**src/rtl/ius_pkg.sv**
```systemverilog
package ius_pkg;

  localparam int unsigned MaxWidth   = 2048;
  localparam int unsigned RowLimit   = 4096;
  localparam int unsigned ColW       = $clog2(MaxWidth);
  localparam int unsigned RowW       = $clog2(RowLimit);
  localparam int unsigned WidthRegW  = 12;
  localparam int unsigned HeightRegW = 13;
  localparam int unsigned OutRowW    = 13;
  localparam int unsigned OutColW    = 12;
  localparam int unsigned ChanW      = 8;
  localparam int unsigned NumChan    = 3;
  localparam int unsigned PixW       = NumChan * ChanW;
  localparam int unsigned NumSlot    = 4;
  localparam int unsigned SlotW      = $clog2(NumSlot);
  localparam int unsigned CfgIdxW    = 2;
  localparam int unsigned CfgDataW   = 13;

  localparam int unsigned ChRed   = 2;
  localparam int unsigned ChGreen = 1;
  localparam int unsigned ChBlue  = 0;

  localparam logic [SlotW-1:0] SlotDiag = SlotW'(0);
  localparam logic [SlotW-1:0] SlotUp   = SlotW'(1);
  localparam logic [SlotW-1:0] SlotLeft = SlotW'(2);
  localparam logic [SlotW-1:0] SlotSelf = SlotW'(3);

  typedef enum logic [CfgIdxW-1:0] {
    RegSrcWidth  = CfgIdxW'(0),
    RegSrcHeight = CfgIdxW'(1)
  } cfg_reg_e;

  typedef logic [NumChan-1:0][ChanW-1:0] pix_t;

  typedef struct packed {
    logic [NumSlot-1:0] mask;
    logic [RowW-1:0]    row;
    logic [ColW-1:0]    col;
    logic               fend;
  } ius_load_t;

endpackage

```
**src/rtl/ius_lane.sv**
```systemverilog
module ius_lane import ius_pkg::*; (
  input  logic [ChanW-1:0] left_i,
  input  logic [ChanW-1:0] ul_i,
  input  logic [ChanW-1:0] above_i,
  input  logic [ChanW-1:0] pix_i,
  output logic [ChanW-1:0] diag_o,
  output logic [ChanW-1:0] up_o,
  output logic [ChanW-1:0] cur_o
);

  function automatic logic [ChanW-1:0] avg(input logic [ChanW-1:0] a,
                                           input logic [ChanW-1:0] b);
    logic [ChanW:0]   s;
    logic [ChanW-1:0] q;
    s = {1'b0, a} + {1'b0, b};
    q = s[ChanW:1];
    if (s[0] && q[0]) begin
      q = q + 1'b1;
    end
    return q;
  endfunction

  logic [ChanW-1:0] hup;

  assign hup    = avg(ul_i, above_i);
  assign cur_o  = avg(left_i, pix_i);
  assign diag_o = avg(hup, cur_o);
  assign up_o   = avg(above_i, pix_i);

endmodule

```
**config.mk**
```make
export PLATFORM = sky130hd
export DESIGN_NAME = ius_lane
export DESIGN_NICKNAME = d
export VERILOG_FILES = /design/src/rtl/ius_pkg.sv /design/src/rtl/ius_lane.sv
export SDC_FILE = /design/constraint.sdc
export NUM_CORES = 1
export LEC_CHECK = 0
export ABC_AREA = 1
export BUFFER_PORTS_ARGS = -buffer_cell sky130_fd_sc_hd__buf_2
export CELL_PAD_IN_SITES_DETAIL_PLACEMENT = 1
export CELL_PAD_IN_SITES_GLOBAL_PLACEMENT = 1
export CORE_MARGIN = 3
export CORE_UTILIZATION = 31
export DETAILED_ROUTE_END_ITERATION = 7
export PLACE_DENSITY_LB_ADDON = 0.1
export SLEW_MARGIN = 20
export SYNTH_ARGS = -nofsm -noshare
export SYNTH_HDL_FRONTEND = slang
export SYNTH_SLANG_ARGS = --single-unit
```
**constraint.sdc**
```tcl
create_clock -name vclk -period 4
set_input_delay 0.4 -clock vclk [all_inputs]
set_output_delay 0.4 -clock vclk [all_outputs]
set_load 0.05 [all_outputs]
```
# Yosys cells after proc, flatten, opt, wreduce, memory -nomap -nowiden
# Index checks and enable logic that the tools add are counted.
[classes] n_addsub=8 n_mux=4 reduce_logical=4
[ops] cell="$add A8 B8 Y9" n=4
[ops] cell="$add A8 B1 Y8 const B" n=4
[ops] cell="$mux W8" n=4
[ops] cell="$logic_and A1 B1 Y1" n=4
[totals] reg_bits=0 in_bits=32 out_inout_bits=24

# Logic depth before layout (Yosys ltp)
[depth] depth_word=6 depth_mapped=23 mapped_depth_nobuf=23

# Least setup slack after synthesis
# No wires, ideal clock.
[synth_path] path_type="input to output" start="input port left_i[0]" end="output port diag_o[5]" t_arrival_ns=4.312 t_required_ns=3.600 path_slack_ns=-0.712 cell_stages=13 n_path_buf=0 path_cell_list="ha_1 fa_1 xnor2_1 inv_1 ha_1 nor2_1 a21oi_1 fa_1 nand2_1 nor2_1 nand3_1 nor2_2 xnor2_1"
[synth_via] elab_chain_cells=6
[synth_lines] element="start: declaration" line="ius_lane.sv:2" rtl="input logic [ChanW-1:0] left_i,"
[synth_lines] element="$add A8 B8 Y9 (*)" line="ius_lane.sv:15" rtl="s = {1'b0, a} + {1'b0, b};"
[synth_lines] element="$add A8 B1 Y8 / $logic_and A1 B1 Y1 (equally long branches)" line="ius_lane.sv:18, ius_lane.sv:17"
[synth_lines] element="$mux W8 (*)" line="ius_lane.sv:17" rtl="if (s[0] && q[0]) begin"
[synth_lines] element="named net cur_o[1]" line="ius_lane.sv:8" rtl="output logic [ChanW-1:0] cur_o"
[synth_lines] element="$add A8 B8 Y9 (*)" line="ius_lane.sv:15"
[synth_lines] element="$add A8 B1 Y8 / $logic_and A1 B1 Y1 (equally long branches)" line="ius_lane.sv:18, ius_lane.sv:17"
[synth_lines] element="$mux W8 (*)" line="ius_lane.sv:17"
[synth_lines] element="end: declaration" line="ius_lane.sv:6" rtl="output logic [ChanW-1:0] diag_o,"
# The timed path passes the listed nets; every way through them passes the cells marked *.

# Worst setup path after layout
[layout_path] start="input port pix_i[0]" end="output port diag_o[4]"
[layout_via] elab_chain_cells=6
[layout_lines] element="start: declaration" line="ius_lane.sv:5" rtl="input logic [ChanW-1:0] pix_i,"
[layout_lines] element="$add A8 B8 Y9 (*)" line="ius_lane.sv:15"
[layout_lines] element="$add A8 B1 Y8 / $logic_and A1 B1 Y1 (equally long branches)" line="ius_lane.sv:18, ius_lane.sv:17"
[layout_lines] element="$mux W8 (*)" line="ius_lane.sv:17"
[layout_lines] element="$add A8 B8 Y9 (*)" line="ius_lane.sv:15"
[layout_lines] element="$add A8 B1 Y8 / $logic_and A1 B1 Y1 (equally long branches)" line="ius_lane.sv:18, ius_lane.sv:17"
[layout_lines] element="$mux W8 (*)" line="ius_lane.sv:17"
# Every way passes the cells marked *; elsewhere a longest branch is shown, timed or not.

==> reports/metrics.cfg <==
[worst_setup_path]
critical_path.startpoint=pix_i[0]
critical_path_class=in2out
worst_setup_path_start_kind=primary input
cp.required_ns=3.60
cp.arrival_ns=3.42
cp-end-kind=primary output
critPathMaxFanout=3

[synth]
synth_top_area_share=0.235
synth_warnings=0
synth.distinct_cells=26
seq_area_frac_synth=0
syn_nets=496
synth_area_um2=2320
yosys-top-cells-area=nand2_1 (24%), ha_1 (19%), inv_1 (14%)
yosys.area.top_type=nand2_1
synth.avg_cell_area_um2=5.46
syn_inst=424

[pwr]
switching_share=0.674
power.leakage_nw=1.78
clock_power_share=0
p_int_mw=0.398
sequentialPowerShare=0
p_total_mw=1.22
power_density_nw_per_um2=413
ir_drop_v=0.000115
combPwrFrac=1.000
p_sw_mw=0.821

[global_routing]
grt-ovfl-total=0
grt_pass1_vias=2770
grtUsageTotal=0.158
grt_max_degree=7
antenna_found_initial=0
grt_pass1_wl_um=11800

[floorplanning]
rows=30
start_util=0.330
core-area_um2=7020
die_y_um=92.4
dieArea_um2=8540
pin_count=56
die_x_um=92.4

[route]
wl_per_cell_um=11.5
vias_per_cell=4.63
drc_errors=0
wl_um=6750
ant_nets=0
vias=2715
dr.first_iter.drc_count=45
dr.pass1.iters=4

[layout]
clkbuf_count=0
fillers=1007
fin_nets=564
numSequentialCells=0
fin_cells=586
antennaDiodeCount=0
regArea_um2=0
layout_common_cells=nand2_1 (141), inv_1 (86), buf_2 (52)
multiInputGateArea_um2=2100
post-route-util=0.420
drive_gt1_frac=0.261
mostFrequentLayoutCell=nand2_1
syn2layout_area_growth_pct=27.3

[timing]
relSlewSlack=0.802
layout_min_cycle_time_ns=3.82
finalSetupViolCount=0
finalCritPeriodShare=0.956
worst-slew-pin-transition_ns=0.295
setup-tns-final_ns=0
fmax_mhz=262
finalHoldViolCount=0
rsz0062_at_grt=true
finalMaxSlewViolations=0

[cts]
postCtsHoldBufs=0

[min_path]
min-delay-start=pix_i[0]
hp-class=in2out
whs_path_depth=4

[place]
dpl.hpwl_um=6140
port_buffers=56
post-place-cells=585
place_congestion=0.799

[job]
max-cap-violations=0

[run_status]
run_status=complete, no violations

cells in the mapped netlist:
| cell type | instances |
|---|---|
| and3_1 | 1 |
| xor2_1 | 6 |
| nand2_1 | 145 |
| nand2_4 | 2 |
| nand3_2 | 3 |
| o21ai_1 | 1 |
| inv_2 | 6 |
| nand3_4 | 1 |
| nor2_4 | 3 |
| nor2_1 | 23 |
| clkinv_1 | 1 |
| inv_1 | 87 |
| nand2_2 | 10 |
| or2_4 | 1 |
| a21oi_1 | 18 |
| xnor2_1 | 9 |
| a21oi_2 | 1 |
| o21ai_0 | 4 |
| ha_1 | 36 |
| nand4_1 | 9 |
| a31oi_1 | 4 |
| xor2_2 | 1 |
| nand3_1 | 34 |
| nor2_2 | 6 |
| fa_1 | 4 |
| nand3b_1 | 8 |
critical path, cell delays in order:
cell	delay, ns
buf_2	0.12
ha_2	0.19
fa_2	0.42
xnor2_2	0.16
inv_1	0.06
ha_1	0.27
nor2_1	0.13
a21oi_2	0.08
fa_2	0.42
xnor2_2	0.23
inv_1	0.06
ha_1	0.17
inv_1	0.09
nor2_4	0.05
nand2_1	0.11
nor2_4	0.05
xor2_1	0.13
inv_1	0.05
clkbuf_4	0.21
logic make-up after synthesis:
group,synth area share
AOI/OAI and AO/OA,0.0643
xor gates and xnor gates,0.0638
adders and majority gates,0.229
buffers and inverters,0.152
and+or+nand+nor,0.491
power groups by stage:
stage          sequential [mW]  clock (mW)  combinational, mW
4_1_cts                      0           0               1.15
2_1_floorplan                0           0              0.869
5_1_grt                      0           0               1.35
3_3_place_gp                 0           0               1.10
6_report                     0           0               1.22
3_5_place_dp                 0           0               1.12
worst paths after layout:
check         to  slack (ns)
min      up_o[0]        1.30
max    diag_o[4]        0.18
per-layer routing:
| layer | GRT usage | part of all wire | vias up | wire [um] |
|---|---|---|---|---|
| met5 | 0 | 0 | - | 0 |
| li1 | - | - | 1453 | - |
| met2 | 0.309 | 0.50 | 32 | 3400 |
| met1 | 0.205 | 0.47 | 1228 | 3160 |
| met4 | 0 | 0.0025 | 0 | 17 |
| met3 | 0.00325 | 0.025 | 2 | 170 |
final cells by class:
class	count	share of cell area
Multi-Input combinational cell	330	0.712
Timing Repair Buffer	66	0.128
Inverter	94	0.120
Tap cell	96	0.0407
metrics by stage:
step                      setup slack, ns  hold slack [ns]  instance area, um^2
after floorplan                   -0.0440             1.10                 2330
after CTS                          0.0209             1.31                 2830
after detailed placement          -0.0784             1.31                 2800
after global routing              -0.0569             1.35                 2950
final                               0.178             1.30                 2950
after global placement            -0.0119             1.31                 2800
repair_timing:
action                     in CTS  in global routing
pin swaps                       1                  8
setup endpoints to repair       4                  5
setup buffers                   0                  1
resized for setup               6                 30
Power figures use the tool's default switching activity.
