File: config.mk
export PLATFORM = sky130hd
export DESIGN_NAME = ius_merge
export DESIGN_NICKNAME = d
export VERILOG_FILES = /design/src/rtl/ius_pkg.sv /design/src/rtl/ius_merge.sv
export SDC_FILE = /design/constraint.sdc
export NUM_CORES = 1
export LEC_CHECK = 0
export ABC_AREA = 1
export BUFFER_PORTS_ARGS = -buffer_cell sky130_fd_sc_hd__buf_2
export CAP_MARGIN = 20
export CORE_MARGIN = 5
export CORE_UTILIZATION = 23
export CTS_CLUSTER_DIAMETER = 100
export DETAILED_ROUTE_END_ITERATION = 8
export GPL_ROUTABILITY_DRIVEN = 0
export GPL_TIMING_DRIVEN = 0
export SYNTH_ARGS = -nofsm -noshare
export SYNTH_HDL_FRONTEND = slang
export SYNTH_SLANG_ARGS = --single-unit
File: constraint.sdc
create_clock -name clk_i -period 29.5 [get_ports clk_i]
set_input_delay 2.95 -clock clk_i [delete_from_list [all_inputs] [get_ports clk_i]]
set_output_delay 2.95 -clock clk_i [all_outputs]
set_load 0.005 [all_outputs]
File: src/rtl/ius_pkg.sv
package ius_pkg;

  localparam int unsigned MaxWidth   = 2048;
  localparam int unsigned RowLimit   = 4096;
  localparam int unsigned ColW       = $clog2(MaxWidth);
  localparam int unsigned RowW       = $clog2(RowLimit);
  localparam int unsigned WidthRegW  = 12;
  localparam int unsigned HeightRegW = 13;
  localparam int unsigned OutRowW    = 13;
  localparam int unsigned OutColW    = 12;
  localparam int unsigned ChanW      = 8;
  localparam int unsigned NumChan    = 3;
  localparam int unsigned PixW       = NumChan * ChanW;
  localparam int unsigned NumSlot    = 4;
  localparam int unsigned SlotW      = $clog2(NumSlot);
  localparam int unsigned CfgIdxW    = 2;
  localparam int unsigned CfgDataW   = 13;

  localparam int unsigned ChRed   = 2;
  localparam int unsigned ChGreen = 1;
  localparam int unsigned ChBlue  = 0;

  localparam logic [SlotW-1:0] SlotDiag = SlotW'(0);
  localparam logic [SlotW-1:0] SlotUp   = SlotW'(1);
  localparam logic [SlotW-1:0] SlotLeft = SlotW'(2);
  localparam logic [SlotW-1:0] SlotSelf = SlotW'(3);

  typedef enum logic [CfgIdxW-1:0] {
    RegSrcWidth  = CfgIdxW'(0),
    RegSrcHeight = CfgIdxW'(1)
  } cfg_reg_e;

  typedef logic [NumChan-1:0][ChanW-1:0] pix_t;

  typedef struct packed {
    logic [NumSlot-1:0] mask;
    logic [RowW-1:0]    row;
    logic [ColW-1:0]    col;
    logic               fend;
  } ius_load_t;

endpackage

File: src/rtl/ius_merge.sv
module ius_merge import ius_pkg::*; (
  input  logic               clk_i,
  input  logic               rst_ni,
  input  logic               load_i,
  input  ius_load_t          ctrl_i,
  input  pix_t               diag_i,
  input  pix_t               up_i,
  input  pix_t               cur_i,
  input  pix_t               pix_i,
  output logic               free_o,
  output logic               out_valid_o,
  input  logic               out_stall_i,
  output logic [OutRowW-1:0] out_row_o,
  output logic [OutColW-1:0] out_col_o,
  output logic [ChanW-1:0]   red_out_o,
  output logic [ChanW-1:0]   green_out_o,
  output logic [ChanW-1:0]   blue_out_o,
  output logic               run_last_o,
  output logic               frame_end_o
);

  logic [NumSlot-1:0] mask_q, mask_d, mask_pop, sel_bit;
  ius_load_t          ctrl_q;
  pix_t [NumSlot-1:0] slot_q;
  logic [SlotW-1:0]   sel;
  logic               pop, load;
  logic [OutRowW-1:0] row2;
  logic [OutColW-1:0] col2;

  always_comb begin
    sel = SlotSelf;
    for (int i = NumSlot - 1; i >= 0; i--) begin
      if (mask_q[i]) begin
        sel = SlotW'(i);
      end
    end
  end

  assign sel_bit     = NumSlot'(1) << sel;
  assign out_valid_o = |mask_q;
  assign pop         = out_valid_o && !out_stall_i;
  assign mask_pop    = pop ? (mask_q & ~sel_bit) : mask_q;
  assign free_o      = (mask_pop == '0);
  assign load        = load_i && free_o;
  assign mask_d      = load ? ctrl_i.mask : mask_pop;

  always_ff @(posedge clk_i or negedge rst_ni) begin
    if (!rst_ni) begin
      mask_q <= '0;
    end else begin
      mask_q <= mask_d;
    end
  end

  always_ff @(posedge clk_i) begin
    if (load) begin
      ctrl_q           <= ctrl_i;
      slot_q[SlotDiag] <= diag_i;
      slot_q[SlotUp]   <= up_i;
      slot_q[SlotLeft] <= cur_i;
      slot_q[SlotSelf] <= pix_i;
    end
  end

  assign row2 = OutRowW'({ctrl_q.row, 1'b0});
  assign col2 = OutColW'({ctrl_q.col, 1'b0});

  assign out_row_o   = (sel == SlotDiag || sel == SlotUp) ? row2 - 1'b1 : row2;
  assign out_col_o   = (sel == SlotDiag || sel == SlotLeft) ? col2 - 1'b1 : col2;
  assign red_out_o   = slot_q[sel][ChRed];
  assign green_out_o = slot_q[sel][ChGreen];
  assign blue_out_o  = slot_q[sel][ChBlue];
  assign run_last_o  = (sel == SlotSelf);
  assign frame_end_o = run_last_o && ctrl_q.fend;

endmodule

======== After elaboration in Yosys (flattened, before gate mapping) ========
Cells that the tools add are included.
operators by class
  equal/unequal tests ..................... 3
  muxes and demuxes ....................... 9
  magnitude comparators ................... 1
  shifts and indexed selects .............. 1
  reduce and logical (&&, ||, !) cells .... 9
  $add $sub $neg .......................... 2
  bitwise logic cells ..................... 2
operator list
  kind                     count
  $bmux W24 S2             1
  $mux W24                 1
  $mux W13                 1
  $sub A13 B1 Y13 const B  1
  $mux W12                 1
  $sub A12 B1 Y12 const B  1
  $mux W4                  2
  $and A4 B4 Y4            1
  $eq A2 B2 Y1 const B     2
  $logic_not A4 Y1         1
  $mux W2                  2
  $not A4 Y4               1
  $reduce_or A4 Y1         1
  $shl A1 B2 Y4 const A    1
  $logic_and A1 B1 Y1      3
  $lt A2 B3 Y1 const B     1
  $eq A2 B1 Y1 const B     1
  $logic_not A2 Y1         1
  $logic_or A1 B1 Y1       2
  $logic_not A1 Y1         1
  $mux W1                  1
storage, ports and cells
  output and inout port bits .............. 53
  input port bits ......................... 128
  word-level logic and storage cells ...... 43
  register bits after elaboration ......... 124

======== Depth between registers and ports, before layout ========
Gate-level depths: netlist of run 1.
  word-level depth ........................ 10
  depth in mapped cells ................... 9
  mapped depth without buffers ............ 8

======== Least setup slack after synthesis of run 1 ========
OpenSTA, ideal clock, no wires.
  path kind ............................... input-to-reg
  start ................................... input out_stall_i
  end ..................................... register ctrl_q (netlist bit col2[10]) (enable)
  setup time .............................. 0.770 ns
  stages on the path ...................... 2
  required time ........................... 28.730 ns
  buffers on the path ..................... 0
  setup slack ............................. 16.753 ns
  arrival time ............................ 11.977 ns
  path through ............................ maj3_2 nor3b_1
between the ends
  longest elaborated chain between the ends .. 5
RTL lines
  item                  RTL line         source
  from (decl)           ius_merge.sv:12  input logic out_stall_i,
  $logic_not A1 Y1      ius_merge.sv:41  assign pop = out_valid_o && !out_stall_i;
  $logic_and A1 B1 Y1   ius_merge.sv:41
  $mux W4               ius_merge.sv:42  assign mask_pop = pop ? (mask_q & ~sel_bit) : mask_q;
  $logic_not A4 Y1      ius_merge.sv:43  assign free_o = (mask_pop == '0);
  $logic_and A1 B1 Y1   ius_merge.sv:44  assign load = load_i && free_o;
  net load              ius_merge.sv:26  logic pop, load;
  to (signal assigned)  ius_merge.sv:57  ctrl_q <= ctrl_i;
  to (decl)             ius_merge.sv:23  ius_load_t ctrl_q;
The timed path passes the listed nets, and every way through them passes these cells.
A chain may end at the register's enable or synchronous reset.

======== Final worst setup path of run 1 ========
  start ................................... input out_stall_i
  end ..................................... output free_o
between the ends
  longest elaborated chain between the ends .. 4
RTL lines
  item                 RTL line         source
  $logic_not A1 Y1     ius_merge.sv:41
  $logic_and A1 B1 Y1  ius_merge.sv:41
  $mux W4              ius_merge.sv:42
  $logic_not A4 Y1     ius_merge.sv:43
  to (decl)            ius_merge.sv:10  output logic free_o,
No other way between the ends.

==> metrics.md, run 1 <==
| Metric | Value |
|---|---|
| Pint | `between 400 and 500 µW` |
| Setup_tns | `0 ns` |
| Fin crit period | `roughly 6.7 ns` |
| Die Area | `approximately 25000 µm²` |
| Total Routing Usage GR | `11.3%` |
| Die Y-Extent | `around 160 µm` |
| First-pass GRT wire length | `around 22000 µm` |
| Mapped Area | `between 5000 and 6000 µm²` |
| Cts repair resizes | `0` |
| Sequential share of the synthesized area | `approximately 72%` |
| Worst EP arrival | `about 3.8 ns` |
| Die X-Extent | `159 µm` |
| Final period util | `around 23%` |
| Vias per Instance | `a little over 4` |
| HPWL Detailed | `between 10000 and 15000 µm` |
| Post-synth EDFFs | `between 100 and 150` |
| Share of total power in sequential cells | `between 30% and 40%` |
| Net Count, Synth | `525` |
| Hold Vio Cnt, Final | `0` |
| Tightest Pin Transition | `0.630 ns` |
| DRT antenna net count | `0` |
| Setup Fix Bufs, Post-CTS | `0` |
| Area delta synth->final | `37.3%` |
| Pleak | `~0.0028 µW` |
| CP endpoint kind | `primary output` |
| Antenna violations before repair | `1` |
| Wirelength, routed | `14200 µm` |
| Post-DP Area | `approximately 6500 µm²` |
| Hold Crit Class | `reg2reg` |
| Critical Path RT | `26.55 ns` |
| Final nets | `735` |
| Ys async rst share | `~3.2%` |
| IO Pins | `approximately 180` |
| # port buffers | `180` |
| Worst rel slew slack | `around 58%` |
| Endpoints failing setup | `0` |
| Max Fclk | `~150 MHz` |
| CP startpoint kind | `input port` |
| Vias in the first global route | `approximately 3900` |
| Switch Pwr | `273 µW` |
| Area of the core | `roughly 22000 µm²` |
| Cts hold-fix bufs | `0` |
| Sw Share | `a little under two fifths` |
| CTS root buffer | `clkbuf_16` |
| Post-layout util | `between 30% and 40%` |
| CTS Buf Count | `17` |
| Row cnt | `between 50 and 60` |
| CP peak stage delay | `approximately 0.17 ns` |
| DR pass1 iterations | `4` |
| Max_cap viols | `0` |
| CTS tree | `done` |
| Outcome | `finished clean` |
| Synth warnings | `0` |
| Post-synthesis sequential element count | `~120` |
| H-tree depth | `4` |
| Reg clk slew, reported paths | `about 0.060 ns` |
| Ys flop type | `edfxtp_1` |
| Overflow left after global routing | `0` |
| Clock latency on the worst-skew pair | `just over 0.4 ns` |
| Drt wl/cell | `between 15 and 20 µm` |
| Crit path kind | `in2out` |
| Clock buffer depth | `2` |
| Fin area | `7030 µm²` |
| Final Power | `roughly 740 µW` |
| Post-route DRC violation count | `0` |
| R2R depth | `11` |
| Max IR drop VDD | `between 0.00004 and 0.00005 V` |
| Setup Skew | `roughly 0.011 ns` |
| DR vias | `between 3000 and 4000` |
| Clock power frac | `approximately a quarter` |
| Worst-path fanout max | `5` |
| Synth Instances | `~400` |
| Initial DRC Count | `around 180` |
| Number of antenna diodes | `0` |
| PwrDens | `around 110 nW/µm²` |
| Initial core utilization | `between 20% and 30%` |
| Netlist cell types | `33` |
| Syn_area_per_cell | `13.0 µm²` |
| CTS sink cnt | `roughly 120` |
| Share of cells above drive strength 1 | `between 30% and 40%` |
| Crit-path cells | `buf_2, inv_1, nand3_1, nand2_1, nand2_1, nor2_2, buf_2` |
| Maximum number of pins on one net before global-route repair | `17` |
| Comb power frac | `39.0%` |
| Final Max Slew Viols | `0` |
| Hold Crit Depth | `2` |
| RSZ-0062 raised after global routing | `no` |
| Slowest cell on crit path | `nor2_2` |
## critical path: cells and delay by family
family / cells / cell delay, ns
and+or+nand+nor: 4 / 0.45
buffers and inverters: 3 / 0.37
## power groups by stage
| stage | logic [µW] | clock network (µW) | registers, µW |
|---|---|---|---|
| after floorplan | 156 | 0 | 285 |
| after global placement | 282 | 0 | 297 |
| after detailed placement | 299 | 0 | 271 |
| after CTS | 300 | 193 | 267 |
| after global routing | 324 | 202 | 271 |
| final | 290 | 186 | 267 |
## final timing paths
| path | from | end | slack (ns) |
|---|---|---|---|
| worst max-delay path | out_stall_i | free_o | 22.78 |
| worst min-delay path | mask_q[3]$_DFF_PN0_ | mask_q[3]$_DFF_PN0_ | 0.51 |
| worst max register to register | mask_q[0]$_DFF_PN0_ | slot_q[31]$_DFFE_PP_ | 26.95 |
| worst min register to register | mask_q[3]$_DFF_PN0_ | mask_q[3]$_DFF_PN0_ | 0.51 |
| max in group asynchronous | rst_ni | mask_q[3]$_DFF_PN0_ | 27.04 |
| min in group asynchronous | rst_ni | mask_q[0]$_DFF_PN0_ | 2.33 |
## area by class of cell
class                           count  area, µm²
Fill cell                        2254      14900
Sequential cell                   124       3700
Multi-Input combinational cell    235       1240
Timing Repair Buffer              191       1020
Clock buffer                       19        433
Tap cell                          280        350
Buffer                             17        105
Clock inverter                     13       96.3
Inverter                           19       76.3
## synth_stat cells, types with 2 or more instances
library cell	number	area (µm²)
xor2_1	11	96.3
nand3_1	35	175
nand2_1	67	251
buf_2	6	30.0
nor2_2	2	12.5
inv_1	15	56.3
nand3b_1	2	15.0
o21ai_0	7	35.0
nor2_4	2	22.5
nor2_1	44	165
dfrtp_1	4	100
nand4_1	3	18.8
inv_2	3	11.3
o21ai_1	20	100
edfxtp_1	120	3600
xnor2_1	6	52.6
clkbuf_1	5	18.8
o211ai_1	24	180
buf_6	4	45.0
ha_1	2	25.0
## metal layers
metal	global-route usage, %	part of all wire (%)	vias to the layer above
li1	-	-	1845
met1	13.3	42	1712
met2	19.6	51	138
met3	4.22	6.9	10
met4	2.56	0.67	2
met5	0	0.077	-
## registers in the layout, indices dropped and copies added (netlist names)
signal  count
ctrl_q     13
mask_q      4
col2       11
slot_q     96
## placed cells by master, fill, tap and decap left out, drive strengths merged
master    Yosys  final
clkinv        1     10
clkinvlp      0      2
ha            2      2
maj3          1      1
xnor2         6      6
o21ai        28     28
nor2         48     48
edfxtp      120    120
nor3b         1      1
xor2         11     11
and3          1      1
o211ai       24     24
nand3        36     36
nand3b        3      3
nand4         3      3
buf          12    203
nand2        68     68
clkbuf        5     24
a21oi         1      1
inv          18     20
nor3          1      1
a21o          1      1
dfrtp         4      4
## per-stage QoR
stage          std cells  hold WS, ns  setup WS, ns
3_3_place_gp         855        0.494         12.61
4_1_cts              898        0.514         22.78
6_report             898        0.512         22.78
2_1_floorplan        395        0.468         16.75
3_5_place_dp         866        0.498         22.78
5_1_grt              898        0.535         22.69
## kinds of logic after synthesis
group,count (synthesis),share of synthesized area [%]
xor gates and xnor gates,17,2.91
buffers and inverters,36,3.54
and+or+nand+nor,161,14.0
adders and majority gates,3,0.708
DFF,124,72.3
AOI/OAI and AO/OA,54,6.57
(Power assumes the default switching activity.)
==> run 2, diff against run 1 <==
--- a/config.mk
+++ b/config.mk
@@ -5,7 +5,7 @@
 export SDC_FILE = /design/constraint.sdc
 export NUM_CORES = 1
 export LEC_CHECK = 0
-export ABC_AREA = 1
+export ABC_AREA = 0
 export BUFFER_PORTS_ARGS = -buffer_cell sky130_fd_sc_hd__buf_2
 export CAP_MARGIN = 20
 export CORE_MARGIN = 5
==> constraint.sdc (replaced) <==
create_clock -name clk_i -period 6.5 [get_ports clk_i]
set_input_delay 0.65 -clock clk_i [delete_from_list [all_inputs] [get_ports clk_i]]
set_output_delay 0.65 -clock clk_i [all_outputs]
set_load 0.005 [all_outputs]
==> run 2 against run 1 <==
Compared with the run above:
- critical path depth down 1
- global-route usage down 0.81 points
- first-iteration DRC count up 11%
- synthesized cell count down 15%
- via count down 9.3%
- hold slack worse by 0.47 ns
- non-clock buffer count down 12
- critical endpoint is now green_out_o[7]
==> metrics.md, run 2 <==
| Metric | Value |
|---|---|
| Leading area contributor after synthesis | `edfxtp_1` |
| Setup_tns | `0 ns (unchanged)` |
| Top reg by flops | `slot_q` |
| CTS Buf Count | `17 (unchanged)` |
| Crit path kind | `reg2out` |
| Top-count cell post-synth | `edfxtp_1` |
| Area of the core | `21100 µm² (-3.7%)` |
| Post-synth EDFFs | `120 (unchanged)` |
| Initial core utilization | `23.4% (+0.025 points)` |
| Cell Count, Final, Fillers Out | `826 (-8.0%)` |
| Multi-input gate area in the final layout | `1150 µm² (-7.0%)` |
| Hold Vio Cnt, Final | `0 (unchanged)` |
| CP endpoint kind | `primary output` |
| CP startpoint kind | `flip-flop` |
| Fillcell total | `2143 (-4.9%)` |
| Wirelength, routed | `13000 µm (-8.5%)` |
| First-pass GRT wire length | `19000 µm (-13%)` |
| Outcome | `finished clean` |
| HPWL Detailed | `9590 µm (-11%)` |
| Ys flop type | `edfxtp_1` |
| CTS sink cnt | `124 (unchanged)` |
| Ys async rst share | `3.23% (unchanged)` |
| Post-route DRC violation count | `0 (unchanged)` |
| GRT met1 Usage | `12.9% (-0.44 points)` |
| DRT antenna net count | `0 (unchanged)` |
| Setup Skew | `0.00649 ns (-0.00415 ns)` |
| Initial DRC Count | `195 (+11%)` |
| Hold Crit Class | `in2async` |
| Vias in the first global route | `3466 (-12%)` |
| Die Area | `24500 µm² (-3.3%)` |
| Worst EP arrival | `2.42 ns (-1.35 ns)` |
| Area delta synth->final | `37.7%` |
| Post-DP Area | `6210 µm² (-4.4%)` |
| Drt wl/cell | `15.8 µm (-0.51%)` |
| H-tree depth | `4 (unchanged)` |
| Setup Fix Bufs, Post-CTS | `0 (unchanged)` |
| Share of cells above drive strength 1 | `39.5% (-0.35 points)` |
| Max_cap viols | `0 (unchanged)` |
| Sequential share of the synthesized area | `75.0% (+2.7 points)` |
| # port buffers | `180 (unchanged)` |
| Fin area | `6800 µm² (-3.3%)` |
| Pleak | `0.00268 µW (-5.2%)` |
| Antenna violations before repair | `4 (+3)` |
| Cts hold-fix bufs | `0 (unchanged)` |
| Vias per Instance | `4.07 (-1.3%)` |
| Endpoints failing setup | `0 (unchanged)` |
| Share of the synthesized area in the top cell type | `72.9% (+2.6 points)` |
| Mapped Area | `4940 µm² (-3.6%)` |
| Crit path to | `green_out_o[7]` |
| Row cnt | `53 (-1.9%)` |
| IO Pins | `181 (unchanged)` |
| Final Max Slew Viols | `0 (unchanged)` |
| Net Count, Synth | `467 (-11%)` |
| Clock latency on the worst-skew pair | `0.41 ns (about the same)` |
| Final nets | `667 (-9.3%)` |
| GR peak layer | `met2` |
| CP Launch Point | `mask_q[1]$_DFF_PN0_` |
| R2R Setup Slk | `3.87 ns (-23.08 ns)` |
| Post-synthesis sequential element count | `124 (unchanged)` |
| Final period util | `between 40% and 50%` |
| Worst rel slew slack | `49.5% (-8.5 points)` |
| Reg-to-reg endpoint | `slot_q[82]$_DFFE_PP_` |
| Most frequent cells in the layout | `buf_2 (184), edfxtp_1 (120), nor2_1 (36), nand2_1 (29)` |
| Fin crit period | `3.07 ns` |
| Total Routing Usage GR | `10.5% (-0.81 points)` |
| Worst reg2reg startpoint | `mask_q[1]$_DFF_PN0_` |
| DR vias | `3364 (-9.3%)` |
| Met3 usage in global routing | `3.57% (-0.65 points)` |
| Syn_area_per_cell | `14.7 µm² (+13%)` |
| Overflow left after global routing | `0 (unchanged)` |
| Post-synth top cells | `edfxtp_1 (120), nor2_1 (36), nand2_1 (29)` |
| PwrDens | `454 nW/µm² (+330%)` |
| Max IR drop VDD | `0.000200 V (+340%)` |
| Met2 global-route usage | `16.9% (-2.7 points)` |
| Clock buffer depth | `2 (unchanged)` |
| Die Y-Extent | `157 µm (-1.7%)` |
| Area contributors post-synth | `edfxtp_1 (73%), mux2i_1 (4.9%), nor2_1 (2.7%)` |
| Die X-Extent | `157 µm (-1.7%)` |
| RSZ-0062 raised after global routing | `no` |
| Post-layout util | `32.2% (+0.13 points)` |
| Netlist cell types | `32 (-3.0%)` |
| Placed Cells | `793 (-8.4%)` |
| Max Fclk | `roughly 330 MHz` |
| Register area | `3700 µm² (unchanged)` |
| Cts repair resizes | `0 (unchanged)` |
| R2R depth | `6 (-5)` |
| Worst-path fanout max | `10 (+5)` |
| CTS root buffer | `clkbuf_16` |
| DR pass1 iterations | `4 (unchanged)` |
| Largest register FFs | `96 (unchanged)` |
| CTS tree | `done` |
| Commonest non-fill, non-tap cell in the layout | `buf_2` |
| Critical Path RT | `5.85 ns (-20.70 ns)` |
| Maximum number of pins on one net before global-route repair | `70 (+53)` |
| Reg clk slew, reported paths | `0.06 ns (about the same)` |
| Synth Instances | `337 (-15%)` |
| Tightest Pin Transition | `0.758 ns (+0.127 ns)` |
| Synth warnings | `0 (unchanged)` |
run 2: through the flow:
stage	power, µW	hold WS, ns	setup slack (ns)
after floorplan	1760	0.354	1.93
after global placement	2210	0.456	0.466
after detailed placement	2200	0.464	3.70
after CTS	3160	0.00912	3.35
after global routing	3290	0.0234	3.24
final	3080	0.0398	3.43
run 2: routing by layer:
| metal | wire length, µm | share of wire, % |
|---|---|---|
| met5 | 21 | 0.16 |
| met4 | 217 | 1.7 |
| met3 | 831 | 6.4 |
| met2 | 6390 | 49 |
| met1 | 5570 | 43 |
run 2: final cells by class:
type	count	area share, %
Tap cell	275	5.06
Antenna cell	1	0.0368
Sequential cell	124	54.5
Inverter	6	0.331
Multi-Input combinational cell	192	17.0
Timing Repair Buffer	181	13.7
Clock buffer	19	6.37
Clock inverter	13	2.21
Buffer	15	0.902
run 2: how the worst min path moves through the flow:
| stage | start | to | slack (ns) |
|---|---|---|---|
| after floorplan | rst_ni | mask_q[0]$_DFF_PN0_ | 0.35 |
| after global placement | rst_ni | mask_q[2]$_DFF_PN0_ | 0.46 |
| after detailed placement | rst_ni | mask_q[3]$_DFF_PN0_ | 0.46 |
| after CTS | rst_ni | mask_q[2]$_DFF_PN0_ | 0.009 |
| after global routing | rst_ni | mask_q[2]$_DFF_PN0_ | 0.02 |
| final | rst_ni | mask_q[3]$_DFF_PN0_ | 0.04 |
run 2: logic make-up after synthesis:
group / synth area share, %
AOI/OAI and AO/OA: 6.64
xor gates and xnor gates: 3.37
adders and majority gates: 0.709
buffers and inverters: 1.70
DFF: 75.0
muxes: 4.86
and+or+nand+nor: 7.75
run 2: power by group:
group | internal [µW] | switching (µW)
Combinational | 362 | 573
Clock | 597 | 344
Sequential | 1140 | 70.4
run 2: critical path, cell delays in order, from the launching register on:
cell,delay [ns]
dfrtp_1,0.31
buf_2,0.20
clkbuf_1,0.43
clkbuf_1,0.56
a21oi_1,0.14
o21ai_0,0.20
buf_2,0.15
